### config.mk
export PLATFORM = sky130hd
export DESIGN_NAME = circle_outline_rasterizer_top
export DESIGN_NICKNAME = d
export VERILOG_FILES = /design/src/sv/cor_pkg.sv /design/src/sv/cor_ctrl.sv /design/src/sv/cor_dp.sv /design/src/sv/circle_outline_rasterizer_top.sv
export SDC_FILE = /design/constraint.sdc
export NUM_CORES = 1
export LEC_CHECK = 0
export BUFFER_PORTS_ARGS = -buffer_cell sky130_fd_sc_hd__buf_4
export CORE_MARGIN = 2
export CORE_UTILIZATION = 58
export CTS_CLUSTER_SIZE = 16
export DETAILED_ROUTE_END_ITERATION = 16
export PLACE_DENSITY = 0.82
export SETUP_SLACK_MARGIN = 0.4
export SLEW_MARGIN = 10
export SYNTH_ARGS = -nofsm -noshare
export SYNTH_HDL_FRONTEND = slang
export SYNTH_HIERARCHICAL = 1
export SYNTH_SLANG_ARGS = --single-unit
export TNS_END_PERCENT = 50
### constraint.sdc
create_clock -name i_clk -period 5.9 [get_ports i_clk]
set_input_delay 0.59 -clock i_clk [delete_from_list [all_inputs] [get_ports i_clk]]
set_output_delay 0.59 -clock i_clk [all_outputs]
set_load 0.03 [all_outputs]
### src/sv/cor_pkg.sv
// Shared types and constants for the circle outline rasterizer.
`timescale 1ns / 1ps
`default_nettype none

package cor_pkg;

    localparam int COORD_BITS_DEF = 8;

    localparam int COL_W   = 8;
    localparam int ROW_W   = 8;
    localparam int RAD_W   = 7;
    localparam int CLR_W   = 16;
    localparam int PIX_W   = 16;
    localparam int NUM_PIX = 8;

    localparam int SX_W = 13;
    localparam int SY_W = 12;
    localparam int SR_W = 13;

    localparam int IN_W  = 40;
    localparam int OUT_W = NUM_PIX * PIX_W + CLR_W;

    // Controller to datapath
    typedef struct packed {
        logic load;   // take a new circle command
        logic step;   // emit current pixels into the output word and advance
    } t_cmd;

    // Datapath to controller
    typedef struct packed {
        logic at_limit;   // current y is the final one of this circle
    } t_stat;

endpackage

`default_nettype wire

### src/sv/cor_ctrl.sv
// Controller for the circle outline rasterizer: command sequencing and output handshake.
`timescale 1ns / 1ps
`default_nettype none

module cor_ctrl
    import cor_pkg::*;
(
    input  wire logic  i_clk,
    input  wire logic  i_rst_n,
    input  wire logic  i_s_valid,
    output logic       o_s_ready,
    output logic       o_m_valid,
    input  wire logic  i_m_ready,
    output t_cmd       o_cmd,
    input  wire t_stat i_stat
);

    localparam logic ST_IDLE = 1'b0;
    localparam logic ST_RUN  = 1'b1;

    logic r_state, n_state;
    logic r_out_valid, n_out_valid;
    logic w_load, w_slot_free, w_step;

    assign o_s_ready   = (r_state == ST_IDLE);
    assign w_load      = i_s_valid && o_s_ready;
    // output word is free when empty or being taken this cycle
    assign w_slot_free = !r_out_valid || i_m_ready;
    assign w_step      = (r_state == ST_RUN) && w_slot_free;

    assign o_cmd.load = w_load;
    assign o_cmd.step = w_step;
    assign o_m_valid  = r_out_valid;

    always_comb begin
        n_state = r_state;
        case (r_state)
            ST_IDLE: begin
                if (w_load) begin
                    n_state = ST_RUN;
                end
            end
            ST_RUN: begin
                if (w_step && i_stat.at_limit) begin
                    n_state = ST_IDLE;
                end
            end
            default: begin
                n_state = ST_IDLE;
            end
        endcase
    end

    always_comb begin
        n_out_valid = r_out_valid;
        if (w_step) begin
            n_out_valid = 1'b1;
        end else if (i_m_ready) begin
            n_out_valid = 1'b0;
        end
    end

    always_ff @(posedge i_clk) begin
        if (!i_rst_n) begin
            r_state     <= ST_IDLE;
            r_out_valid <= 1'b0;
        end else begin
            r_state     <= n_state;
            r_out_valid <= n_out_valid;
        end
    end

    a_load_starts_run: assert property (@(posedge i_clk) disable iff (!i_rst_n)
        (w_load) |=> (r_state == ST_RUN))
        else $error("accepted command did not start a run");

    a_last_ends_run: assert property (@(posedge i_clk) disable iff (!i_rst_n)
        (w_step && i_stat.at_limit) |=> (r_state == ST_IDLE && r_out_valid))
        else $error("final word did not end the run with a valid output");

    a_stall_holds: assert property (@(posedge i_clk) disable iff (!i_rst_n)
        (r_state == ST_RUN && r_out_valid && !i_m_ready) |=>
            (r_state == ST_RUN && r_out_valid))
        else $error("run advanced while the output word was stalled");

endmodule

`default_nettype wire

### src/sv/cor_dp.sv
// Datapath for the circle outline rasterizer: triangular-sum iteration and pixel mirroring.
`timescale 1ns / 1ps
`default_nettype none

module cor_dp
    import cor_pkg::*;
#(
    parameter int COORD_BITS = COORD_BITS_DEF
) (
    input  wire logic              i_clk,
    input  wire t_cmd              i_cmd,
    output t_stat                  o_stat,
    input  wire logic [COL_W-1:0]  i_center_col,
    input  wire logic [ROW_W-1:0]  i_center_row,
    input  wire logic [RAD_W-1:0]  i_radius,
    input  wire logic [CLR_W-1:0]  i_color,
    output logic [OUT_W-1:0]       o_data,   // 8 pixels, then color
    output logic                   o_last
);

    localparam int CB = COORD_BITS;

    // command registers
    logic [COL_W-1:0] r_col;
    logic [ROW_W-1:0] r_row;
    logic [RAD_W-1:0] r_rad;
    logic [CLR_W-1:0] r_color;

    // iteration state
    logic [RAD_W-1:0] r_x, r_y;
    logic [SX_W-1:0]  r_sx;
    logic [SY_W-1:0]  r_sy;
    logic [SR_W-1:0]  r_sr;

    // output word
    logic [OUT_W-1:0] r_data;
    logic             r_last;

    logic [RAD_W:0]    w_rad_p1;
    logic [14:0]       w_prod;
    logic [SR_W-1:0]   w_sr_new;
    logic [RAD_W-1:0]  w_y1;
    logic [SY_W-1:0]   w_sy1;
    logic [SY_W+1:0]   w_tot;
    logic              w_dec;
    logic              w_at_limit;

    logic [CB-1:0] w_c, w_r, w_x, w_y;
    logic [CB-1:0] w_cpx, w_cnx, w_cpy, w_cny;
    logic [CB-1:0] w_rpx, w_rnx, w_rpy, w_rny;
    logic [OUT_W-1:0] w_data;

    function automatic logic [PIX_W-1:0] pack_pix(input logic [CB-1:0] c,
                                                  input logic [CB-1:0] r);
        logic [2*CB-1:0] w;
        w = {r, c};
        return w[PIX_W-1:0];
    endfunction

    // r(r+1)/2 on the incoming radius
    assign w_rad_p1 = {1'b0, i_radius} + (RAD_W+1)'(1);
    assign w_prod   = 15'(i_radius) * 15'(w_rad_p1);
    assign w_sr_new = w_prod[SR_W:1];

    assign w_y1       = r_y + RAD_W'(1);
    assign w_sy1      = r_sy + SY_W'(w_y1);
    assign w_tot      = (SY_W+2)'(r_sx) + (SY_W+2)'(w_sy1);
    assign w_dec      = w_tot > (SY_W+2)'(r_sr);
    assign w_at_limit = (r_y == {1'b0, r_rad[RAD_W-1:1]});

    assign o_stat.at_limit = w_at_limit;

    // coordinates wrap modulo 2^COORD_BITS
    assign w_c   = CB'(r_col);
    assign w_r   = CB'(r_row);
    assign w_x   = CB'(r_x);
    assign w_y   = CB'(r_y);
    assign w_cpx = w_c + w_x;
    assign w_cnx = w_c - w_x;
    assign w_cpy = w_c + w_y;
    assign w_cny = w_c - w_y;
    assign w_rpx = w_r + w_x;
    assign w_rnx = w_r - w_x;
    assign w_rpy = w_r + w_y;
    assign w_rny = w_r - w_y;

    assign w_data = {r_color,
                     pack_pix(w_cny, w_rnx),
                     pack_pix(w_cny, w_rpx),
                     pack_pix(w_cpy, w_rnx),
                     pack_pix(w_cpy, w_rpx),
                     pack_pix(w_cnx, w_rny),
                     pack_pix(w_cnx, w_rpy),
                     pack_pix(w_cpx, w_rny),
                     pack_pix(w_cpx, w_rpy)};

    always_ff @(posedge i_clk) begin
        if (i_cmd.load) begin
            r_col   <= i_center_col;
            r_row   <= i_center_row;
            r_rad   <= i_radius;
            r_color <= i_color;
            r_x     <= i_radius;
            r_y     <= '0;
            r_sx    <= w_sr_new;
            r_sy    <= '0;
            r_sr    <= w_sr_new;
        end else if (i_cmd.step) begin
            r_y  <= w_y1;
            r_sy <= w_sy1;
            if (w_dec) begin
                r_sx <= r_sx - SX_W'(r_x);
                r_x  <= r_x - RAD_W'(1);
            end
        end
    end

    always_ff @(posedge i_clk) begin
        if (i_cmd.step) begin
            r_data <= w_data;
            r_last <= w_at_limit;
        end
    end

    assign o_data = r_data;
    assign o_last = r_last;

endmodule

`default_nettype wire

### src/sv/circle_outline_rasterizer_top.sv
// Top level of the circle outline rasterizer: stream ports, controller and datapath.
`timescale 1ns / 1ps
`default_nettype none

// Draws one circle per input word as eight-way mirrored pixel sets. A command
// of radius r yields floor(r/2)+1 output words (at most 64), the last one
// marked with tlast. Once the command is taken, the iteration register set
// in the datapath advances one y step per cycle while the output side does
// not stall, and each step fills the output register. A new command is
// taken once the final word of the previous circle has been loaded into the
// output register. Pixels wrap modulo 2^COORD_BITS and are not clipped;
// each pixel packs the column in the low COORD_BITS bits and the row above
// it, cut to 16 bits.
module circle_outline_rasterizer_top
    import cor_pkg::*;
#(
    parameter int COORD_BITS = COORD_BITS_DEF
) (
    input  wire logic             i_clk,
    input  wire logic             i_rst_n,
    input  wire logic             s_axis_tvalid,
    output logic                  s_axis_tready,
    // center_col[7:0], center_row[15:8], radius[22:16], color[38:23], zero pad
    input  wire logic [IN_W-1:0]  s_axis_tdata,
    output logic                  m_axis_tvalid,
    input  wire logic             m_axis_tready,
    // pix_pxpy, pix_pxny, pix_nxpy, pix_nxny, pix_pypx, pix_pynx, pix_nypx,
    // pix_nynx, pixel_color; 16 bits each from bit 0 up
    output logic [OUT_W-1:0]      m_axis_tdata,
    output logic                  m_axis_tlast   // last_of_run
);

    t_cmd  w_cmd;
    t_stat w_stat;

    cor_ctrl u_ctrl (
        .i_clk     (i_clk),
        .i_rst_n   (i_rst_n),
        .i_s_valid (s_axis_tvalid),
        .o_s_ready (s_axis_tready),
        .o_m_valid (m_axis_tvalid),
        .i_m_ready (m_axis_tready),
        .o_cmd     (w_cmd),
        .i_stat    (w_stat)
    );

    cor_dp #(
        .COORD_BITS (COORD_BITS)
    ) u_dp (
        .i_clk        (i_clk),
        .i_cmd        (w_cmd),
        .o_stat       (w_stat),
        .i_center_col (s_axis_tdata[7:0]),
        .i_center_row (s_axis_tdata[15:8]),
        .i_radius     (s_axis_tdata[22:16]),
        .i_color      (s_axis_tdata[38:23]),
        .o_data       (m_axis_tdata),
        .o_last       (m_axis_tlast)
    );

endmodule

`default_nettype wire
### Yosys cells after proc, flatten, opt, wreduce, memory -nomap -nowiden

Cells that the tools add are included.

* multiplexer cells: 11
* bitwise operators: 1
* add/sub/neg operators: 14
* $lt $le $gt $ge: 1
* multipliers: 1
* reduce and logical (&&, ||, !) cells: 9
* equality and inequality tests: 1

Operators by type and width (number)
* 13-bit 2-to-1 mux: 3
* 8-bit by 7-bit adder with 8-bit output: 4
* 8-bit by 7-bit subtractor with 8-bit output: 4
* 7-bit 2-to-1 mux: 3
* 13-bit by 12-bit adder with 14-bit output: 1
* 14-bit by 13-bit > comparator with 1-bit output: 1
* 7-bit by 8-bit multiplier with 14-bit output: 1
* 13-bit by 7-bit subtractor with 13-bit output: 1
* 12-bit by 7-bit adder with 12-bit output: 1
* 7-bit by 1-bit adder with 8-bit output, second input constant: 1
* 7-bit by 1-bit adder with 7-bit output, second input constant: 1
* 7-bit by 6-bit == test with 1-bit output: 1
* 7-bit by 1-bit subtractor with 7-bit output, second input constant: 1
* 2-bit nonzero test: 3
* 1-bit 2-to-1 mux: 4
* 1-bit logical AND: 3
* 1-bit case mux with 2 select lines: 1
* 2-bit AND reduction: 1
* 1-bit logical NOT: 1
* 1-bit logical OR: 1
* 1-bit inverter: 1

* output and inout port bits: 147
* input port bits: 44
* bits in registers: 238

### Logic depth before layout (Yosys ltp)

Gate-level depths: netlist of run 1.

* depth after elaboration: 7
* gate-level depth with buffers: 24

### Hierarchy

Netlist of run 1, hierarchy kept.

By module, submodules not included
* cor_dp: seq. area each 4824.6 sq um, instances 1, area each 11818.8 sq um, cells each 1081
* cor_ctrl: seq. area each 40.0 sq um, instances 1, area each 110.1 sq um, cells each 11

### Least setup slack after synthesis of run 1

Ideal clock, no wire load.

* path kind: input -> register
* from: input port s_axis_tdata[18]
* to: register u_dp.r_sx[12] (data pin)
* path buffers: 1
* stages: 18
* slack: 0.474 ns
* data arrival time: 5.166 ns
* cells stage by stage: buf_2 -> nand3_1 -> nor3_2 -> inv_1 -> ha_1 -> nand2b_1 -> fa_1 -> fa_1 -> fa_1 -> inv_1 -> fa_1 -> ha_1 -> and3_1 -> a2111oi_4 -> a211o_1 -> a31oi_1 -> xnor2_1 -> mux2_2

* cells in the longest elaborated chain, start to end: 3

RTL lines
* start, declared: RTL line circle_outline_rasterizer_top.sv:24 `input wire logic [IN_W-1:0] s_axis_tdata,`
* 7-bit by 1-bit adder with 8-bit output: RTL line cor_dp.sv:61 `assign w_rad_p1 = {1'b0, i_radius} + (RAD_W+1)'(1);`
* 7-bit by 8-bit multiplier with 14-bit output (*): RTL line cor_dp.sv:62 `assign w_prod = 15'(i_radius) * 15'(w_rad_p1);`
* via u_dp.w_prod[13]: RTL line cor_dp.sv:40 `logic [14:0] w_prod;`
* 13-bit 2-to-1 mux (*): RTL line cor_dp.sv:98 `if (i_cmd.load) begin`
* end signal, assigned: RTL line cor_dp.sv:105 `r_sx <= w_sr_new;`
* end signal, assigned: RTL line cor_dp.sv:112 `r_sx <= r_sx - SX_W'(r_x);`
* end, declared: RTL line cor_dp.sv:31 `logic [SX_W-1:0] r_sx;`

The timed path passes the listed nets; every way through them passes the cells marked *.
A chain may end at the register's enable or synchronous reset.

### Final worst setup path of run 1

* from: input port s_axis_tdata[16]
* to: register u_dp.r_sx[12] (data pin)

The elaborated chain is that of the path after synthesis.

==> metrics.txt, run 1 <==
postcts setup bufs 0; worst-skew pair later-pin latency 0.44 ns; Yosys cell types 60; post-synthesis sequential area ratio between 40 and 50%; Slew @ Worst Pin 0.835 ns; clock share of power 21.2%; routability cong. roughly 0.87; Period minus WS final approximately 5.3 ns; Longest Clk Path Bufs 2; placed cells between 1000 and 1500; Syn Nets 1311; crit path capture type flip-flop; CTS tree built; maximum capacitance violations 0; largest net degree at the start of global routing 66; Max IR drop VDD 219 uV; Finished Cell Area 13800 sq um; Sequential Power Share between 30% and 40%; Core Box Area 20200 sq um; # DRC 0; Top FF cell, synth edfxtp_1; Hold Path Cell Cnt 1; logic gate share of total power 46.3%; critical path class in -> reg; CTS Buf Count 17; share of cells above drive strength 1 21.2%; die footprint around 22000 sq um; drt pass-1 iters 5; Final setup violation count 0; Initial Utilization 59.0%; first-pass GRT wire length 41400 microns; clock root cell clkbuf_16; clk sinks 169; CTS Hold Bufs 0; DP Area 13200 sq um; worst r2r path cells 23; switching part of the total 40.3%; Die Wd ~150 microns; Post-Place Worst Slack 0.170 ns; total congestion overflow 0; vias in the first global route 8247; Slew Limit Headroom 43.8%; GRT Total Usage between 20% and 30%; Site Rows 52; Final period util slightly below 90%; Clock Pin Slew Worst Setup and Hold Paths 0.08 ns; setup_tns 0 ns; synthesized flop and latch total between 150 and 200; WP data required 6.10 ns; DR vias 8161; hpwl dp 19700 microns; ys async rst share 0%; total wire length 26200 microns; NetSw between 2 and 2.5 mW; Port Buffer Count 189; hold slack roughly 0.32 ns; Non-Filler Instances 1504; Min-Delay Path Class in -> reg; H-tree levels 4; Avg Vias per Cell 5.43; Leak 6.10 nW; YS warnings 6; RSZ-0062 raised after global routing yes; Final Skew about 0.012 ns; fin nets around 1400; Ports between 150 and 200; outcome completed; Syn-to-layout area delta 15.9%; max-slew violations 0; EDFF count, synth 148; DR iter-0 viols 522; synthesized area per cell 10.9 sq um; Critical Path Start Type input pin; Hold Vio Cnt, Final 0; # diodes 0; Mapped Cells between 1000 and 1500; Highest Clock Rate roughly 190 MHz; Pint 3.24 mW; post-route ant nets 0; Die Ht 147 microns; Critical Path AT 5.46 ns; post-route setup slack between 0.6 and 0.7 ns; Avg WL per Cell 17.4 microns; initial antenna violation count 0; worst-path maximum fanout 9; post-synthesis cell area 11900 sq um; Power per Cell Area 393 nW/um^2
repair_timing:
item / in CTS / in global routing
setup endpoints to repair: 20 / 21
gates resized for setup: 1 / 9
cloned: 0 / 1
pin swaps: 0 / 1
power groups by stage:
stage	Combinational [mW]	Sequential, mW	Clock, mW
3_3_place_gp	2.41	1.78	0
6_report	2.52	1.76	1.15
5_1_grt	2.78	1.79	1.22
3_5_place_dp	2.48	1.79	0
2_1_floorplan	1.79	1.87	0
4_1_cts	2.51	1.76	1.17
final cells by class:
class / instances / area (sq um)
Clock buffer: 17 / 425
Clock inverter: 15 / 204
Fill cell: 1502 / 6410
Inverter: 120 / 450
Multi-Input combinational cell: 711 / 6010
Sequential cell: 169 / 4870
Tap cell: 270 / 338
Timing Repair Buffer: 202 / 1520
path summary, 6_finish.rpt:
| kind | start | to | slack [ns] |
|---|---|---|---|
| max | s_axis_tdata[16] | u_dp/r_sx[12]$_DFFE_PP_ | 0.63 |
| min | s_axis_tdata[26] | u_dp/r_color[3]$_DFFE_PP_ | 0.32 |
| max reg2reg | u_dp/r_y[0]$_SDFFE_PP0P_ | u_dp/r_x[3]$_DFFE_PP_ | 0.74 |
| min reg2reg | u_dp/r_color[0]$_DFFE_PP_ | u_dp/o_data[128]$_DFFE_PP_ | 0.42 |
cell usage after synthesis (2+ instances only):
master / number / area, sq um
xor2_1: 30 / 263
ha_1: 136 / 1700
o21ai_0: 29 / 145
edfxtp_1: 148 / 4440
nor3b_1: 6 / 45.0
nand2_1: 34 / 128
clkbuf_1: 11 / 41.3
a21o_1: 14 / 105
o21a_1: 13 / 97.6
clkbuf_2: 2 / 10.0
nand2b_1: 35 / 219
a211oi_1: 6 / 45.0
or3_1: 5 / 31.3
a21boi_0: 2 / 15.0
nor2b_1: 17 / 106
o2111ai_1: 2 / 17.5
buf_4: 70 / 526
a2bb2oi_1: 3 / 26.3
dfxtp_1: 21 / 420
and2_1: 2 / 12.5
nor3_1: 21 / 105
or2_2: 7 / 43.8
buf_1: 4 / 15.0
and3_1: 11 / 68.8
fa_1: 39 / 781
xnor2_1: 81 / 709
and2_2: 2 / 15.0
nor4_1: 2 / 12.5
buf_2: 5 / 25.0
mux2_2: 4 / 45.0
or4_1: 2 / 15.0
a31oi_1: 4 / 25.0
nand3_1: 15 / 75.1
o31a_1: 3 / 26.3
o21bai_1: 22 / 165
a21oi_1: 53 / 265
o31ai_1: 5 / 37.5
nand4_1: 8 / 50.1
mux2i_1: 11 / 110
inv_1: 119 / 447
o2bb2ai_1: 2 / 17.5
a221o_1: 5 / 50.1
nor2_1: 61 / 229
o211ai_1: 4 / 30.0
cell usage in the layout (no fill, tap or decap), drive strengths merged, types with 13 or more instances in the layout:
| cell | Yosys | layout |
|---|---|---|
| fa | 39 | 39 |
| o21bai | 22 | 22 |
| o21a | 13 | 13 |
| nor2 | 61 | 61 |
| nand2 | 34 | 34 |
| ha | 136 | 136 |
| edfxtp | 148 | 148 |
| xnor2 | 81 | 81 |
| o21ai | 31 | 31 |
| a21o | 14 | 14 |
| nor3 | 22 | 22 |
| a21oi | 53 | 53 |
| buf | 79 | 202 |
| xor2 | 30 | 30 |
| clkbuf | 13 | 17 |
| nor2b | 17 | 17 |
| dfxtp | 21 | 21 |
| nand3 | 15 | 15 |
| inv | 120 | 130 |
| nand2b | 36 | 36 |
critical path: stages:
cell       delay (ns)
buf_4            0.16
ha_1             0.18
nand3_1          0.10
ha_1             0.38
nand2b_1         0.20
fa_1             0.55
fa_1             0.46
fa_1             0.55
inv_1            0.05
fa_1             0.48
ha_1             0.37
and3_4           0.21
a2111oi_4        0.45
a211o_1          0.20
a31oi_1          0.10
xnor2_1          0.16
mux2_2           0.27
kinds of logic (layout without fill, tap and decap cells):
family	after synthesis	count (layout)	share of synthesized area [%]
simple gates	233	233	10.1
buf+inv	212	354	8.95
compound gates	177	177	9.88
fa+ha+maj	175	175	20.8
flops	169	169	40.8
xor+xnor	111	111	8.15
mux	15	15	1.30
per-stage QoR:
stage | power (mW) | utilization [%]
2_1_floorplan | 3.66 | -
3_3_place_gp | 4.19 | 65.1
3_5_place_dp | 4.27 | 65.1
4_1_cts | 5.44 | 68.2
5_1_grt | 5.78 | 68.3
6_report | 5.43 | 68.3
routing by layer:
metal	global-route usage, %	part of all wire (%)	wire [microns]
met4	9.81	3.1	805
met5	0	0	0
met1	28.6	40	10400
met3	4.44	5.9	1560
met2	44.3	51	13500
flip-flops by register name, summed over array words and instances (netlist names):
register          count
u_dp/o_data          76
u_dp/r_color         16
u_dp/r_sr            13
u_dp/r_sx            13
u_dp/r_sy            12
u_dp/r_col            8
u_dp/r_row            8
u_dp/r_x              7
u_dp/r_y              7
u_dp/r_rad            6
u_ctrl/o_m_valid      1
u_ctrl/r_state        1
u_dp/o_last           1
(Power assumes the default switching activity.)
==> run 2, diff against run 1 <==
--- a/config.mk
+++ b/config.mk
@@ -6,11 +6,13 @@
 export NUM_CORES = 1
 export LEC_CHECK = 0
 export BUFFER_PORTS_ARGS = -buffer_cell sky130_fd_sc_hd__buf_4
+export CELL_PAD_IN_SITES_DETAIL_PLACEMENT = 0
+export CELL_PAD_IN_SITES_GLOBAL_PLACEMENT = 2
 export CORE_MARGIN = 2
-export CORE_UTILIZATION = 58
+export CORE_UTILIZATION = 38
 export CTS_CLUSTER_SIZE = 16
 export DETAILED_ROUTE_END_ITERATION = 16
-export PLACE_DENSITY = 0.82
+export PLACE_DENSITY_LB_ADDON = 0.1
 export SETUP_SLACK_MARGIN = 0.4
 export SLEW_MARGIN = 10
 export SYNTH_ARGS = -nofsm -noshare
==> metrics.txt, run 2 (synthesis results as in run 1) <==
Highest Clock Rate 192 MHz; share of cells above drive strength 1 between 20% and 30%; Pwr Total 5.47 mW; post-route ant nets 0; clk sinks roughly 170; Die Ht 181 microns; setup_tns 0 ns; Avg WL per Cell about 17 microns; Initial Utilization 38.8%; most frequent cells in the layout 206 x buf_4, 148 x edfxtp_1, 134 x ha_1; Metal-1 WL 13000 microns; Final period util 88.2%; # DRC 0; Max IR drop VDD 232 uV; clock root cell clkbuf_16; Power per Cell Area 389 nW/um^2; DP Area 13400 sq um; routability cong. 0.784; worst-path maximum fanout 10; Final setup violation count 0; max reg flops 76; Ports roughly 190; Slew Limit Headroom 42.2%; Core Box Area just over 30000 sq um; Min-Delay Path Class in -> reg; # diodes 0; Syn-to-layout area delta 17.8%; Site Rows 64; Worst R2R Setup Slack ~0.7 ns; total wire length 27900 microns; Leak approximately 6.1 nW; Hold Vio Cnt, Final 0; Clock Pin Slew Worst Setup and Hold Paths 0.08 ns; DR vias 7879; Longest Clk Path Bufs 2; worst-skew pair later-pin latency 0.43 ns; RSZ-0062 raised after global routing yes; DR iter-0 viols 416; die footprint approximately 33000 sq um; DR WL met3 805 microns; fillers 2957; Die Wd 181 microns; GRT Total Usage 17.4%; first-pass GRT wire length 43800 microns; Hold Path Cell Cnt 1; highest metal used met4; Port Buffer Count 189; CTS tree built; critical path class reg -> reg; Period minus WS final 5.20 ns; routed wl met2 13900 microns; Critical Path Start Type flip-flop; Finished Cell Area 14100 sq um; Critical Path AT 5.35 ns; H-tree levels 4; fin nets 1448; Final Skew 0.0138 ns; outcome completed; Slew @ Worst Pin 0.859 ns; hpwl dp 21300 microns; most common cell after layout, fill and taps aside buf_4; WP data required 6.05 ns; worst r2r path cells 25; crit path capture type flip-flop; Avg Vias per Cell 4.81; CTS Buf Count 17; initial antenna violation count 0; maximum capacitance violations 0; vias in the first global route 7861; CTS Hold Bufs 0; drt pass-1 iters 5; max-slew violations 0; total congestion overflow 0; largest net degree at the start of global routing 68
==> run 2: routing by layer <==
metal / up-vias / GRT usage (%)
met1: 3766 / 22.8
met4: 0 / 3.84
met5: - / 0
li1: 3965 / -
met3: 15 / 2.62
met2: 133 / 30.2
==> run 2: power breakdown <==
part	total, mW	internal, mW	leakage (nW)	switching, mW
sequential	1.75	1.60	1.58	0.149
combinational	2.57	1.07	4.25	1.50
clock	1.15	0.608	0.289	0.540
==> run 2: layout make-up <==
cell class              instances  area, sq um  share of cell area (%)
clock buffers                  17          425                    3.03
multi-input cells             711         6030                    42.9
clock inverters                15          175                    1.25
flip-flops and latches        169         4870                    34.6
repair buffers                210         1610                    11.4
well taps                     396          495                    3.52
inverters                     120          450                    3.20
==> run 2: critical path, cell delays in order, from the launching register on <==
cell and delay [ns]:
dfxtp_4 0.40, ha_2 0.23, nand3_1 0.14, nor2_2 0.15
xnor2_1 0.08, ha_1 0.23, or3_1 0.42, o21a_1 0.23
nand2_1 0.08, xnor2_1 0.16, ha_1 0.29, a21o_1 0.21
nor3_1 0.12, o21ai_1 0.14, a31o_2 0.25, a21oi_1 0.16
xnor2_1 0.12, ha_1 0.30, nand2_1 0.06, nor2_1 0.15
o31ai_1 0.11, a31oi_1 0.24, o21ai_0 0.11, o211ai_1 0.17
buf_4 0.19, buf_8 0.16
==> run 2: what timing repair did <==
action,in CTS,in global routing
gates resized for setup,0,17
buffers inserted,0,4
setup endpoints to repair,0,21
==> run 2: path summary, 6_finish.rpt <==
kind | to | startpoint
max | u_dp/r_sx[6]$_DFFE_PP_ | u_dp/r_y[0]$_SDFFE_PP0P_
min | u_dp/r_color[3]$_DFFE_PP_ | s_axis_tdata[26]
max reg2reg | u_dp/r_sx[6]$_DFFE_PP_ | u_dp/r_y[0]$_SDFFE_PP0P_
min reg2reg | u_dp/o_data[135]$_DFFE_PP_ | u_dp/r_color[7]$_DFFE_PP_
==> run 2: per-stage QoR <==
step	hold WS, ns	utilization, %	setup WS (ns)	instances
final	0.327	45.7	0.697	1638
after global routing	0.298	45.7	0.374	1638
after CTS	0.300	45.4	0.489	1632
after detailed placement	0.405	43.4	0.144	1600
after global placement	0.401	43.4	0.192	1600
after floorplan	0.400	-	0.474	1092
